[config.mk]
export PLATFORM = sky130hd
export DESIGN_NAME = cache_key_tag_parser_unit_flat
export DESIGN_NICKNAME = d
export VERILOG_FILES = /design/src/rtl/ckp_pkg.sv /design/src/rtl/ckp_in_if.sv /design/src/rtl/ckp_out_if.sv /design/src/rtl/ckp_step.sv /design/src/rtl/cache_key_tag_parser_unit.sv /design/src/flat_wrapper.sv
export VERILOG_INCLUDE_DIRS = /design/src /design/src/rtl
export SDC_FILE = /design/constraint.sdc
export NUM_CORES = 1
export LEC_CHECK = 0
export BUFFER_PORTS_ARGS = -buffer_cell sky130_fd_sc_hd__clkbuf_2
export CAP_MARGIN = 20
export CORE_MARGIN = 4
export CORE_UTILIZATION = 59
export CTS_CLUSTER_SIZE = 14
export DETAILED_ROUTE_END_ITERATION = 12
export PLACE_DENSITY = 0.81
export SYNTH_ARGS = -nofsm -noshare
export SYNTH_HDL_FRONTEND = slang
export SYNTH_SLANG_ARGS = --single-unit
[constraint.sdc]
create_clock -name clk -period 5.15 [get_ports clk]
set_clock_uncertainty 0.15 [all_clocks]
set_input_delay 0.7725 -clock clk [delete_from_list [all_inputs] [get_ports clk]]
set_output_delay 0.7725 -clock clk [all_outputs]
set_load 0.1 [all_outputs]
[src/rtl/cache_key_tag_parser_unit_macros.svh]
// Assertion macros for the cache key tag parser RTL.
`ifndef CACHE_KEY_TAG_PARSER_UNIT_MACROS_SVH
`define CACHE_KEY_TAG_PARSER_UNIT_MACROS_SVH

`ifndef SYNTHESIS

`define CKP_ASSERT(name, prop) \
	name: assert property (@(posedge clk) disable iff (!arst_n) (prop)) \
		else $error("ckp assertion failed");

`define CKP_ASSERT_IMPL(name, ante, cons) \
	name: assert property (@(posedge clk) disable iff (!arst_n) (ante) |-> (cons)) \
		else $error("ckp assertion failed");

`define CKP_ASSERT_NEXT(name, ante, cons) \
	name: assert property (@(posedge clk) disable iff (!arst_n) (ante) |=> (cons)) \
		else $error("ckp assertion failed");

`else

`define CKP_ASSERT(name, prop)
`define CKP_ASSERT_IMPL(name, ante, cons)
`define CKP_ASSERT_NEXT(name, ante, cons)

`endif

`endif

[src/rtl/ckp_pkg.sv]
// Types, character codes and register map of the cache key tag parser.
`timescale 1ns / 1ps
package ckp_pkg;

	localparam int APB_ADDR_W = 3;

	typedef enum logic [0:0] {
		REG_DEFAULT_ID = 1'b0
	} reg_idx_t;

	localparam logic [7:0] CH_COLON = 8'h3A;
	localparam logic [7:0] CH_P     = 8'h70;
	localparam logic [7:0] CH_B     = 8'h62;
	localparam logic [7:0] CH_A     = 8'h61;
	localparam logic [7:0] CH_I     = 8'h69;
	localparam logic [7:0] CH_COMMA = 8'h2C;
	localparam logic [7:0] CH_0     = 8'h30;
	localparam logic [7:0] CH_9     = 8'h39;

	typedef enum logic [4:0] {
		MODE_TAG   = 5'b00001,
		MODE_COMMA = 5'b00010,
		MODE_VALUE = 5'b00100,
		MODE_KEY   = 5'b01000,
		MODE_ERROR = 5'b10000
	} mode_t;

	// flags: bit0 private, bit1 in-browser, bit2 anonymous
	typedef struct packed {
		mode_t       mode;
		logic        comma_pending;
		logic        value_is_app;
		logic [31:0] acc;
		logic        digit_seen;
		logic        value_bad;
		logic [2:0]  flags;
		logic [31:0] app_held;
		logic        id_from_tag;
	} parse_state_t;

	localparam parse_state_t PARSE_STATE_RST = '{
		mode:          MODE_TAG,
		comma_pending: 1'b0,
		value_is_app:  1'b0,
		acc:           32'd0,
		digit_seen:    1'b0,
		value_bad:     1'b0,
		flags:         3'b000,
		app_held:      32'd0,
		id_from_tag:   1'b0
	};

	typedef struct packed {
		logic [7:0]  cache_key_byte;
		logic        cache_key_valid;
		logic        parse_done;
		logic        parse_ok;
		logic        private_out;
		logic        in_browser_out;
		logic        anonymous_out;
		logic [31:0] app_id_out;
	} parse_res_t;

endpackage

[src/rtl/ckp_in_if.sv]
// Input channel: one key byte word per handshake.
`timescale 1ns / 1ps
interface ckp_in_if;
	logic       valid;
	logic       ready;
	logic [7:0] key_byte;
	logic       byte_present;
	logic       last_byte;

	modport source (output valid, key_byte, byte_present, last_byte, input ready);
	modport sink (input valid, key_byte, byte_present, last_byte, output ready);
endinterface

[src/rtl/ckp_out_if.sv]
// Output channel: one parse result word per handshake.
`timescale 1ns / 1ps
interface ckp_out_if;
	logic        valid;
	logic        ready;
	logic [7:0]  cache_key_byte;
	logic        cache_key_valid;
	logic        parse_done;
	logic        parse_ok;
	logic        private_out;
	logic        in_browser_out;
	logic        anonymous_out;
	logic [31:0] app_id_out;

	modport source (output valid, cache_key_byte, cache_key_valid, parse_done, parse_ok,
		private_out, in_browser_out, anonymous_out, app_id_out, input ready);
	modport sink (input valid, cache_key_byte, cache_key_valid, parse_done, parse_ok,
		private_out, in_browser_out, anonymous_out, app_id_out, output ready);
endinterface

[src/rtl/ckp_step.sv]
// Per-byte next-state and result logic of the tag list parser.
`timescale 1ns / 1ps
module ckp_step (
	input  ckp_pkg::parse_state_t st,
	input  logic [7:0]            key_byte,
	input  logic                  byte_present,
	input  logic                  last_byte,
	input  logic [31:0]           default_id,
	output ckp_pkg::parse_state_t st_nxt,
	output ckp_pkg::parse_res_t   res
);
	import ckp_pkg::*;

	function automatic parse_state_t take_tag(parse_state_t s, logic [7:0] b);
		parse_state_t r;
		r = s;
		case (b)
			CH_COLON: r.mode = MODE_KEY;
			CH_P: begin
				r.flags[0] = 1'b1;
				r.mode = MODE_COMMA;
			end
			CH_B: begin
				r.flags[1] = 1'b1;
				r.mode = MODE_COMMA;
			end
			CH_A: begin
				r.flags[2] = 1'b1;
				r.mode = MODE_COMMA;
			end
			default: begin
				r.mode = MODE_VALUE;
				r.comma_pending = 1'b0;
				r.value_is_app = (b == CH_I);
				r.acc = '0;
				r.digit_seen = 1'b0;
				r.value_bad = 1'b0;
			end
		endcase
		return r;
	endfunction

	parse_state_t n;
	logic [35:0]  acc_x10;
	logic         close_ok;
	logic         fin_ok;
	logic [31:0]  fin_id;
	logic [31:0]  cur_id;

	// acc*10 + digit; bits above 31 mean overflow
	assign acc_x10 = {1'b0, st.acc, 3'b000} + {3'b000, st.acc, 1'b0}
		+ {32'd0, key_byte[3:0]};

	assign close_ok = !st.value_is_app || (!st.value_bad && st.digit_seen);

	always_comb begin
		n = st;
		res = '0;
		fin_ok = 1'b0;
		fin_id = '0;
		cur_id = '0;
		if (byte_present) begin
			case (st.mode)
				MODE_KEY: begin
					res.cache_key_byte = key_byte;
					res.cache_key_valid = 1'b1;
				end
				MODE_TAG: n = take_tag(st, key_byte);
				MODE_COMMA: n.mode = (key_byte == CH_COMMA) ? MODE_TAG : MODE_ERROR;
				MODE_VALUE: begin
					if (key_byte == CH_COMMA) begin
						// doubled comma is an escaped comma inside the value
						if (st.comma_pending) begin
							n.comma_pending = 1'b0;
							if (st.value_is_app)
								n.value_bad = 1'b1;
						end else begin
							n.comma_pending = 1'b1;
						end
					end else if (st.comma_pending) begin
						n.comma_pending = 1'b0;
						if (close_ok) begin
							if (st.value_is_app) begin
								n.app_held = st.acc;
								n.id_from_tag = 1'b1;
							end
							n = take_tag(n, key_byte);
						end else begin
							n.mode = MODE_ERROR;
						end
					end else if (st.value_is_app && !st.value_bad) begin
						if (key_byte inside {[CH_0:CH_9]}) begin
							if (acc_x10[35:32] != 4'd0)
								n.value_bad = 1'b1;
							else
								n.acc = acc_x10[31:0];
							n.digit_seen = 1'b1;
						end else begin
							n.value_bad = 1'b1;
						end
					end
				end
				default: ;
			endcase
		end

		if (last_byte) begin
			cur_id = n.id_from_tag ? n.app_held : default_id;
			case (n.mode)
				MODE_TAG, MODE_KEY: begin
					fin_ok = 1'b1;
					fin_id = cur_id;
				end
				MODE_VALUE: begin
					fin_ok = n.comma_pending
						&& (!n.value_is_app || (!n.value_bad && n.digit_seen));
					fin_id = n.value_is_app ? n.acc : cur_id;
				end
				default: ;
			endcase
			res.parse_done = 1'b1;
			if (fin_ok) begin
				res.parse_ok = 1'b1;
				res.private_out = n.flags[0];
				res.in_browser_out = n.flags[1];
				res.anonymous_out = n.flags[2];
				res.app_id_out = fin_id;
			end
			n = PARSE_STATE_RST;
		end
	end

	assign st_nxt = n;
endmodule

[src/rtl/cache_key_tag_parser_unit.sv]
// Top level: input register, parse state, result register and APB register.
//
//  channel  | dir | words
//  ---------+-----+--------------------------------------------------------
//  in_ch    | in  | key_byte, byte_present, last_byte
//  out_ch   | out | key byte, done/ok, three flags, app id; one word per input
//  APB      | in  | register 0 (0x0): default app id, 32 bits
//
// One word per cycle sustained while out_ch is ready; a word passes the input register, then the result register.
// The parse state loop (mode update plus the x10 accumulate) closes through the st_q register alone.
// Reset (arst_n low) returns the parser to tag mode and clears the default id.
// A stalled result register holds the input register; input stalls only when both are full.
`timescale 1ns / 1ps
`include "cache_key_tag_parser_unit_macros.svh"
module cache_key_tag_parser_unit (
	input  logic                            clk,
	input  logic                            arst_n,
	ckp_in_if.sink                          in_ch,
	ckp_out_if.source                       out_ch,
	input  logic                            psel,
	input  logic                            penable,
	input  logic                            pwrite,
	input  logic [ckp_pkg::APB_ADDR_W-1:0]  paddr,
	input  logic [31:0]                     pwdata,
	output logic [31:0]                     prdata,
	output logic                            pready
);
	import ckp_pkg::*;

	logic         s1_valid;
	logic [7:0]   key_byte_s1;
	logic         present_s1;
	logic         last_s1;
	logic         out_valid_q;
	parse_res_t   res_q;
	parse_state_t st_q;
	parse_state_t st_nxt;
	parse_res_t   res_nxt;
	logic [31:0]  default_id_q;
	logic         adv;
	logic         cfg_wr;
	reg_idx_t     reg_idx;

	// register configuration
	assign pready = 1'b1;
	assign reg_idx = reg_idx_t'(paddr[2]);
	assign cfg_wr = psel && penable && pwrite && pready;
	assign prdata = (reg_idx == REG_DEFAULT_ID) ? default_id_q : 32'd0;

	always_ff @(posedge clk or negedge arst_n) begin
		if (!arst_n) begin
			default_id_q <= '0;
		end else if (cfg_wr && reg_idx == REG_DEFAULT_ID) begin
			default_id_q <= pwdata;
		end
	end

	// handshake
	assign adv = !out_valid_q || out_ch.ready;
	assign in_ch.ready = !s1_valid || adv;

	always_ff @(posedge clk or negedge arst_n) begin
		if (!arst_n) begin
			s1_valid <= 1'b0;
		end else if (in_ch.ready) begin
			s1_valid <= in_ch.valid;
		end
	end

	always_ff @(posedge clk) begin
		if (in_ch.valid && in_ch.ready) begin
			key_byte_s1 <= in_ch.key_byte;
			present_s1 <= in_ch.byte_present;
			last_s1 <= in_ch.last_byte;
		end
	end

	ckp_step u_step (
		.st           (st_q),
		.key_byte     (key_byte_s1),
		.byte_present (present_s1),
		.last_byte    (last_s1),
		.default_id   (default_id_q),
		.st_nxt       (st_nxt),
		.res          (res_nxt)
	);

	always_ff @(posedge clk or negedge arst_n) begin
		if (!arst_n) begin
			st_q <= PARSE_STATE_RST;
			out_valid_q <= 1'b0;
		end else if (adv) begin
			out_valid_q <= s1_valid;
			if (s1_valid)
				st_q <= st_nxt;
		end
	end

	always_ff @(posedge clk) begin
		if (adv && s1_valid)
			res_q <= res_nxt;
	end

	assign out_ch.valid = out_valid_q;
	assign out_ch.cache_key_byte = res_q.cache_key_byte;
	assign out_ch.cache_key_valid = res_q.cache_key_valid;
	assign out_ch.parse_done = res_q.parse_done;
	assign out_ch.parse_ok = res_q.parse_ok;
	assign out_ch.private_out = res_q.private_out;
	assign out_ch.in_browser_out = res_q.in_browser_out;
	assign out_ch.anonymous_out = res_q.anonymous_out;
	assign out_ch.app_id_out = res_q.app_id_out;

	// a failed parse reports no flags and a zero id
	`CKP_ASSERT_IMPL(a_err_clean, out_valid_q && !res_q.parse_ok, !res_q.private_out && !res_q.in_browser_out && !res_q.anonymous_out && res_q.app_id_out == 32'd0)
	// the end of a key restarts the parser
	`CKP_ASSERT_NEXT(a_restart, adv && s1_valid && last_s1, st_q.mode == MODE_TAG && st_q.flags == 3'b000 && !st_q.id_from_tag)
	// a pending comma only exists inside a value
	`CKP_ASSERT_IMPL(a_pend_in_value, st_q.mode != MODE_VALUE, !st_q.comma_pending)
	// a held word in the input register is not dropped
	`CKP_ASSERT_NEXT(a_s1_hold, s1_valid && !adv, s1_valid)

endmodule

[src/flat_wrapper.sv]
// flat-port wrapper written by rule: the top's interface ports become plain ports
module cache_key_tag_parser_unit_flat import ckp_pkg::*;
  (clk, arst_n, psel, penable, pwrite, paddr, pwdata, prdata, pready, in_ch_valid, in_ch_key_byte, in_ch_byte_present, in_ch_last_byte, in_ch_ready, out_ch_valid, out_ch_cache_key_byte, out_ch_cache_key_valid, out_ch_parse_done, out_ch_parse_ok, out_ch_private_out, out_ch_in_browser_out, out_ch_anonymous_out, out_ch_app_id_out, out_ch_ready);
  ckp_in_if in_ch_i ();
  ckp_out_if out_ch_i ();
  input  logic clk;
  input  logic arst_n;
  input  logic psel;
  input  logic penable;
  input  logic pwrite;
  input  logic [ckp_pkg::APB_ADDR_W-1:0] paddr;
  input  logic [31:0] pwdata;
  output logic [31:0] prdata;
  output logic pready;
  input wire logic [$bits(in_ch_i.valid)-1:0] in_ch_valid;
  input wire logic [$bits(in_ch_i.key_byte)-1:0] in_ch_key_byte;
  input wire logic [$bits(in_ch_i.byte_present)-1:0] in_ch_byte_present;
  input wire logic [$bits(in_ch_i.last_byte)-1:0] in_ch_last_byte;
  output wire logic [$bits(in_ch_i.ready)-1:0] in_ch_ready;
  output wire logic [$bits(out_ch_i.valid)-1:0] out_ch_valid;
  output wire logic [$bits(out_ch_i.cache_key_byte)-1:0] out_ch_cache_key_byte;
  output wire logic [$bits(out_ch_i.cache_key_valid)-1:0] out_ch_cache_key_valid;
  output wire logic [$bits(out_ch_i.parse_done)-1:0] out_ch_parse_done;
  output wire logic [$bits(out_ch_i.parse_ok)-1:0] out_ch_parse_ok;
  output wire logic [$bits(out_ch_i.private_out)-1:0] out_ch_private_out;
  output wire logic [$bits(out_ch_i.in_browser_out)-1:0] out_ch_in_browser_out;
  output wire logic [$bits(out_ch_i.anonymous_out)-1:0] out_ch_anonymous_out;
  output wire logic [$bits(out_ch_i.app_id_out)-1:0] out_ch_app_id_out;
  input wire logic [$bits(out_ch_i.ready)-1:0] out_ch_ready;
  assign in_ch_i.valid = in_ch_valid;
  assign in_ch_i.key_byte = in_ch_key_byte;
  assign in_ch_i.byte_present = in_ch_byte_present;
  assign in_ch_i.last_byte = in_ch_last_byte;
  assign in_ch_ready = in_ch_i.ready;
  assign out_ch_valid = out_ch_i.valid;
  assign out_ch_cache_key_byte = out_ch_i.cache_key_byte;
  assign out_ch_cache_key_valid = out_ch_i.cache_key_valid;
  assign out_ch_parse_done = out_ch_i.parse_done;
  assign out_ch_parse_ok = out_ch_i.parse_ok;
  assign out_ch_private_out = out_ch_i.private_out;
  assign out_ch_in_browser_out = out_ch_i.in_browser_out;
  assign out_ch_anonymous_out = out_ch_i.anonymous_out;
  assign out_ch_app_id_out = out_ch_i.app_id_out;
  assign out_ch_i.ready = out_ch_ready;
  cache_key_tag_parser_unit u_core (.clk(clk), .arst_n(arst_n), .in_ch(in_ch_i), .out_ch(out_ch_i), .psel(psel), .penable(penable), .pwrite(pwrite), .paddr(paddr), .pwdata(pwdata), .prdata(prdata), .pready(pready));
endmodule
==> Yosys cells after proc, flatten, opt, wreduce, memory -nomap -nowiden <==
Cells that the tools add are included.
{ "totals": {"register_bits": 167, "word_cells": 107, "in_bits": 52, "output_inout_bits": 81} }
{ "classes": {"mux": 39, "bitwise_logic": 1, "eq_ne": 13, "n_addsub": 2, "n_reduce_logical": 27, "n_lt_le_gt_ge": 2} }
{ "ops": {"columns": ["op", "count"], "rows": [
  ["$mux 77", 2],
  ["$mux 36", 4],
  ["$pmux 72 s2", 1],
  ["$mux 32", 4],
  ["$mux 34", 3],
  ["$mux 72", 1],
  ["$mux 33", 2],
  ["$pmux 32 s2", 1],
  ["$mux 37", 1],
  ["$add 35x33->36", 1],
  ["$add 36x4->36", 1],
  ["$mux 35", 1],
  ["$eq 8x7->1 const B", 4],
  ["$eq 8x6->1 const B", 2],
  ["$mux 5", 3],
  ["$pmux 5 s3", 1],
  ["$mux 1", 12],
  ["$eq 5x1->1 const B", 2],
  ["$eq 5x3->1 const B", 2],
  ["$eq 5x4->1 const B", 2],
  ["$logic_and 1x1->1", 10],
  ["$ge 8x6->1 const B", 1],
  ["$le 8x6->1 const B", 1],
  ["$pmux 4 s2", 1],
  ["other kinds (11)", 21]
]} }

==> Depth between registers and ports, before layout <==
{ "logic_depth": {"depth_word": 18, "ltp_mapped": 17, "mapped_depth_nobuf": 14} }

==> By module <==
Synthesis repeated with hierarchy kept, for this count alone.
{ "hier_totals": {"cells_unflattened": 1167, "area_unflattened_um2": 11805.1} }
{ "modules_own_cells": {"columns": ["module", "n_inst", "cells_per_inst", "area_each_um2", "seq_area_each_um2"], "rows": [
  ["cache_key_tag_parser_unit", 1, 332, 6153.4, 4460.5],
  ["ckp_step", 1, 835, 5651.7, 0.0]
]} }

==> Least setup slack after synthesis <==
Ideal clock, no wire load.
{ "synth_timing": {"path_type": "reg2reg", "from": "register u_core.st_q[38] in the netlist's numbering", "to": "register u_core.res_q, in the netlist u_core.out_ch.app_id_out[26], data pin", "t_required_ns": 4.854, "path_stages_with_launch": 16, "synth_period_minus_slack_ns": 4.406, "setup_ns": 0.146, "path_slack_ns": 0.744, "arrival_time_ns": 4.110, "n_path_buf": 2, "cell_sequence": "dfrtp_1 inv_1 fa_1 fa_1 nand2b_1 a211oi_1 o21ai_1 a2111o_1 a31oi_2 nor2_1 or4_1 buf_2 a221oi_2 a31oi_2 buf_2 a21oi_1"} }
{ "synth_via": {"elab_chain_cells": 17, "word_cells_on_any_way": 22, "classes_between": "add/sub: 2; mux: 14; reduce/logical: 6"} }
{ "synth_rtl": {"columns": ["item", "line", "text"], "rows": [
  ["from (decl)", "cache_key_tag_parser_unit.sv:36", "parse_state_t st_q;"],
  ["from (signal assigned)", "cache_key_tag_parser_unit.sv:95", "st_q <= st_nxt;"],
  ["$add 35x33->36 *", "ckp_step.sv:51", "assign acc_x10 = {1'b0, st.acc, 3'b000} + {3'b000, st.acc, 1'b0}"],
  ["$add 36x4->36 *", "ckp_step.sv:52", "+ {32'd0, key_byte[3:0]};"],
  ["$reduce_bool 4->1", "ckp_step.sv:93", "if (acc_x10[35:32] != 4'd0)"],
  ["$mux 1", "ckp_step.sv:93", null],
  ["$mux 1", "ckp_step.sv:92", "if (key_byte inside {[CH_0:CH_9]}) begin"],
  ["$mux 34 *", "ckp_step.sv:91", "end else if (st.value_is_app && !st.value_bad) begin"],
  ["$mux 34 *", "ckp_step.sv:80", "end else if (st.comma_pending) begin"],
  ["$mux 1", "ckp_step.sv:71", "if (key_byte == CH_COMMA) begin"],
  ["$pmux 72 s2 *", "ckp_step.sv:63", "case (st.mode)"],
  ["$mux 77 *", "ckp_step.sv:62", "if (byte_present) begin"],
  ["$logic_not 1->1", "ckp_step.sv:116", "&& (!n.value_is_app || (!n.value_bad && n.digit_seen));"],
  ["$logic_and 1x1->1", "ckp_step.sv:116", null],
  ["$logic_or 1x1->1", "ckp_step.sv:116", null],
  ["$logic_and 1x1->1", "ckp_step.sv:116", null],
  ["$pmux 1 s2", "ckp_step.sv:109", "case (n.mode)"],
  ["$mux 1", "ckp_step.sv:107", "if (last_byte) begin"],
  ["$reduce_and 2->1 (no source line)", null, null],
  ["to (signal assigned)", "cache_key_tag_parser_unit.sv:101", "res_q <= res_nxt;"],
  ["to (decl)", "cache_key_tag_parser_unit.sv:35", "parse_res_t res_q;"]
]} }
Every way passes the cells marked *; elsewhere a longest branch is shown, timed or not. The select of a mux whose other input is x is not followed.
A chain may end at the register's enable or synchronous reset.

==> Worst setup path in the final report <==
{ "layout_timing": {"from": "register u_core.key_byte_s1[3]", "to": "register u_core.res_q, in the netlist u_core.out_ch.app_id_out[23], data pin"} }
{ "layout_via": {"elab_chain_cells": 16, "word_cells_on_any_way": 49, "classes_between": "add/sub: 1; order compare: 2; eq/ne: 9; mux: 26; reduce/logical: 11"} }
{ "layout_rtl": {"columns": ["item", "line", "text"], "rows": [
  ["from (decl)", "cache_key_tag_parser_unit.sv:31", "logic [7:0] key_byte_s1;"],
  ["from (signal assigned)", "cache_key_tag_parser_unit.sv:72", "key_byte_s1 <= in_ch.key_byte;"],
  ["$add 36x4->36", "ckp_step.sv:52", null],
  ["$reduce_bool 4->1", "ckp_step.sv:93", null],
  ["$mux 1", "ckp_step.sv:93", null],
  ["$mux 1", "ckp_step.sv:92", null],
  ["$mux 34", "ckp_step.sv:91", null],
  ["$mux 34", "ckp_step.sv:80", null],
  ["$mux 1", "ckp_step.sv:71", null],
  ["$pmux 72 s2", "ckp_step.sv:63", null],
  ["$mux 77 *", "ckp_step.sv:62", null],
  ["$logic_not 1->1", "ckp_step.sv:116", null],
  ["$logic_and 1x1->1", "ckp_step.sv:116", null],
  ["$logic_or 1x1->1", "ckp_step.sv:116", null],
  ["$logic_and 1x1->1", "ckp_step.sv:116", null],
  ["$pmux 1 s2", "ckp_step.sv:109", null],
  ["$mux 1", "ckp_step.sv:107", null],
  ["$reduce_and 2->1 (no source line)", null, null]
]} }
Marks and branches as above.

==> impl_metrics.tcl <==
set metrics [dict create \
    vdd.ir_drop.worst_mv 0.293 \
    row_count 49 \
    hp-class "in2async" \
    worst_pin_slew_ps 1070 \
    endpoint_kind "flip-flop" \
    worstReg2RegStart "u_core.key_byte_s1[3]$_DFFE_PP_" \
    period_share_pct 97.3 \
    syn-instance-count 1118 \
    track_usage_pct 30.9 \
    ios 133 \
    cp.required_ps 5260 \
    yosysUniqueCellTypes 80 \
    firstDrtPassIters 6 \
    synth_area_mm2 0.0108 \
    num_vias 9743 \
    ys_ff_latch 167 \
    synthArstFlopShare_pct 66.5 \
    yosysSeqAreaShare_pct 41.1 \
    clockBufferDepth 2 \
    ys.flop_type "dfrtp_1" \
    wl_per_cell_um 21.3 \
    cts-buffers-inserted 17 \
    avgSynthCellArea_um2 9.70 \
    core_area_mm2 0.0180 \
    crit_fanout 6 \
    finalCriticalPeriod_ps 5010 \
    reg2reg_setup_slack_ps 140 \
    slowest_stage "or4_1" \
    layout_common_cells "128 x clkbuf_2, 111 x nor2_1, 110 x dfrtp_1" \
    cts_tree "done" \
    cts_root_buffer "clkbuf_16" \
    detail-route-antenna-nets 0 \
    clkTransAtPathRegs_ps 70 \
    rr_endpoint "u_core.out_ch.app_id_out[23]$_SDFFCE_PN0P_" \
    placement.io_buffers 129 \
    cpPeakStageDelay_ps 600 \
    clk_latency_ps 430 \
    final_common_cell "clkbuf_2" \
    fp.dieH_um 144 \
    drcViolationCount 0 \
    status "complete, no violations" \
    nFillCells 1420 \
    cts.sinks 167 \
    cts.htree.levels 4 \
    worst_setup_path_start_kind "flip-flop" \
    hold_viol 0 \
    synth_edf_count 56 \
    grt_pass1_vias 9320 \
    synth_area_leader_cell "dfrtp_1" \
    drv_cap 0 \
    rsz0062_at_grt "false" \
    setup_violations 0 \
    grt_overflow 0 \
    viasPerCell 6.56 \
    tns_ps 0 \
    fmax_ghz 0.200 \
    synth.top_cell.area_share_pct 25.4 \
    leakage_nw 5.38 \
    drt_wl_total_um 31600 \
    grt_max_degree 66 \
    relSlewSlack_pct 28.1 \
    initialDrtViolationCount 1060 \
    antenna_cells 0 \
    drive_gt1_share_pct 21.2 \
    path_class "reg2reg" \
    start_util_pct 60.2 \
    dp.final_hpwl_um 22300 \
    path_cells "inv_1 > fa_1 > fa_1 > nand2b_1 > a211oi_1 > buf_4 > o21ai_1 > a2111o_1 > a31oi_4 > nor2_1 > or4_1 > a221oi_4 > buf_4 > a31oi_2 > a21oi_1" \
    syn_nets 1235 \
    grt_pass1_wl_um 50200 \
    cp.arrival_ps 5120 \
    synthTopCellsByArea "dfrtp_1 25%, edfxtp_1 16%, ha_1 7.3%" \
    antenna_found_initial 0 \
    maxSlewViolCount 0 \
    fin_nets 1360 \
    reg2reg_depth 15 \
    place.gp.congestion 0.948 \
    powerDensity_mw_per_mm2 316 \
    die_area_mm2 0.0206 \
    area_growth_syn_to_layout_pct 15.0 \
    die_w_um 144 \
    ys_warn_count 0 \
    power.total_mw 3.94 \
    holdBufCountCts 0 \
]
## cells in the mapped netlist, drive strengths merged (14+ instances only)
| cell type | instances |
|---|---|
| nor4 | 16 |
| o21ai | 62 |
| a22o | 51 |
| a21oi | 79 |
| buf | 16 |
| xnor2 | 16 |
| inv | 32 |
| and2 | 15 |
| nand3 | 16 |
| ha | 63 |
| nor2 | 113 |
| a31oi | 14 |
| mux2i | 41 |
| dfrtp | 110 |
| nand2 | 72 |
| edfxtp | 56 |
| a221oi | 19 |
| clkbuf | 50 |
| nor2b | 40 |
| nor3 | 14 |
| mux2 | 33 |
| nand4 | 16 |
| a211oi | 24 |
## sequential cells by signal (all words and copies together) (netlist names)
register,count
u_core.default_id_q,32
u_core.present_s1,1
u_core.out_ch.cache_key_valid,1
u_core.s1_valid,1
u_core.out_ch.valid,1
u_core.out_ch.cache_key_byte,8
u_core.key_byte_s1,8
u_core.out_ch.in_browser_out,1
u_core.last_s1,1
u_core.out_ch.parse_ok,1
u_core.st_q,77
u_core.out_ch.private_out,1
u_core.out_ch.app_id_out,32
u_core.out_ch.parse_done,1
u_core.out_ch.anonymous_out,1
## power breakdown
group          internal, mW  leakage [nW]  switching, mW
Clock                 0.691         0.293          0.588
Combinational         0.271          3.05          0.818
Sequential             1.48          2.03         0.0951
Total                  2.44          5.38           1.50
## timing repair
item | in CTS | in global routing
setup buffers | 0 | 1
resized for setup | 0 | 3
endpoints found under the setup margin | 0 | 22
## per-stage QoR
stage / setup WS (ps) / instances / utilization, % / cell area, µm² / hold slack [ps]
3_5_place_dp: 190 / 1451 / 65.8 / 11900 / 333
5_1_grt: 40.2 / 1485 / 69.2 / 12500 / 346
3_3_place_gp: 326 / 1451 / 65.8 / 11900 / 316
6_report: 141 / 1485 / 69.2 / 12500 / 293
2_1_floorplan: 744 / 1118 / - / 10800 / 307
4_1_cts: 165 / 1483 / 69.0 / 12400 / 325
## worst max-delay path: cells and delay by family, from the launching register on
kind                     cells  cell delay, ps
AO/OA/AOI/OAI                7            1930
adder cells (fa/ha/maj)      2             890
buffers and inverters        3             500
flip-flops                   1             470
AND/OR/NAND/NOR              3             880
## layer usage
layer  part of all wire (%)  track usage, %  vias to the layer above  wire length [µm]
li1                       -               -                     4442                 -
met1                     42            44.5                     4647             13400
met2                     44            46.8                      579             14000
met3                     10            6.99                       75              3200
met4                    3.0            10.0                        0               954
met5                      0               0                        -                 0
## cell families after synthesis
group | after synthesis | share of synthesized area [%]
buffers and inverters | 98 | 3.75
multiplexers | 74 | 7.21
adder cells (fa/ha/maj) | 65 | 7.64
AO/OA/AOI/OAI | 329 | 21.2
XOR/XNOR | 29 | 2.34
other | 1 | 0.0346
AND/OR/NAND/NOR | 355 | 16.7
flip-flops | 167 | 41.1
## cell type report
class | instances | area [µm²] | share of cell area, %
tap | 229 | 287 | 2.30
inverter | 32 | 120 | 0.963
sequential | 167 | 4460 | 35.8
clock inverter | 12 | 98.8 | 0.792
clock buffer | 20 | 479 | 3.84
multi-input combinational | 854 | 6060 | 48.5
timing repair buffer | 171 | 976 | 7.82
## how the worst max path moves through the flow
stage	startpoint	to	slack, ps	cells past startpoint
CTS	u_core.key_byte_s1[3]$_DFFE_PP_	u_core.out_ch.app_id_out[10]$_SDFFCE_PN0P_	160	15
finish	u_core.key_byte_s1[3]$_DFFE_PP_	u_core.out_ch.app_id_out[23]$_SDFFCE_PN0P_	140	15
global route	u_core.key_byte_s1[3]$_DFFE_PP_	u_core.out_ch.app_id_out[23]$_SDFFCE_PN0P_	40	15
detailed placement	u_core.key_byte_s1[3]$_DFFE_PP_	u_core.out_ch.app_id_out[28]$_SDFFCE_PN0P_	190	15
global placement	u_core.key_byte_s1[3]$_DFFE_PP_	u_core.out_ch.app_id_out[13]$_SDFFCE_PN0P_	330	15
floorplan	u_core.st_q[38]$_DFFE_PN0P_	u_core.out_ch.app_id_out[26]$_SDFFCE_PN0P_	740	15
No activity file was read; power rests on OpenSTA's default activity.
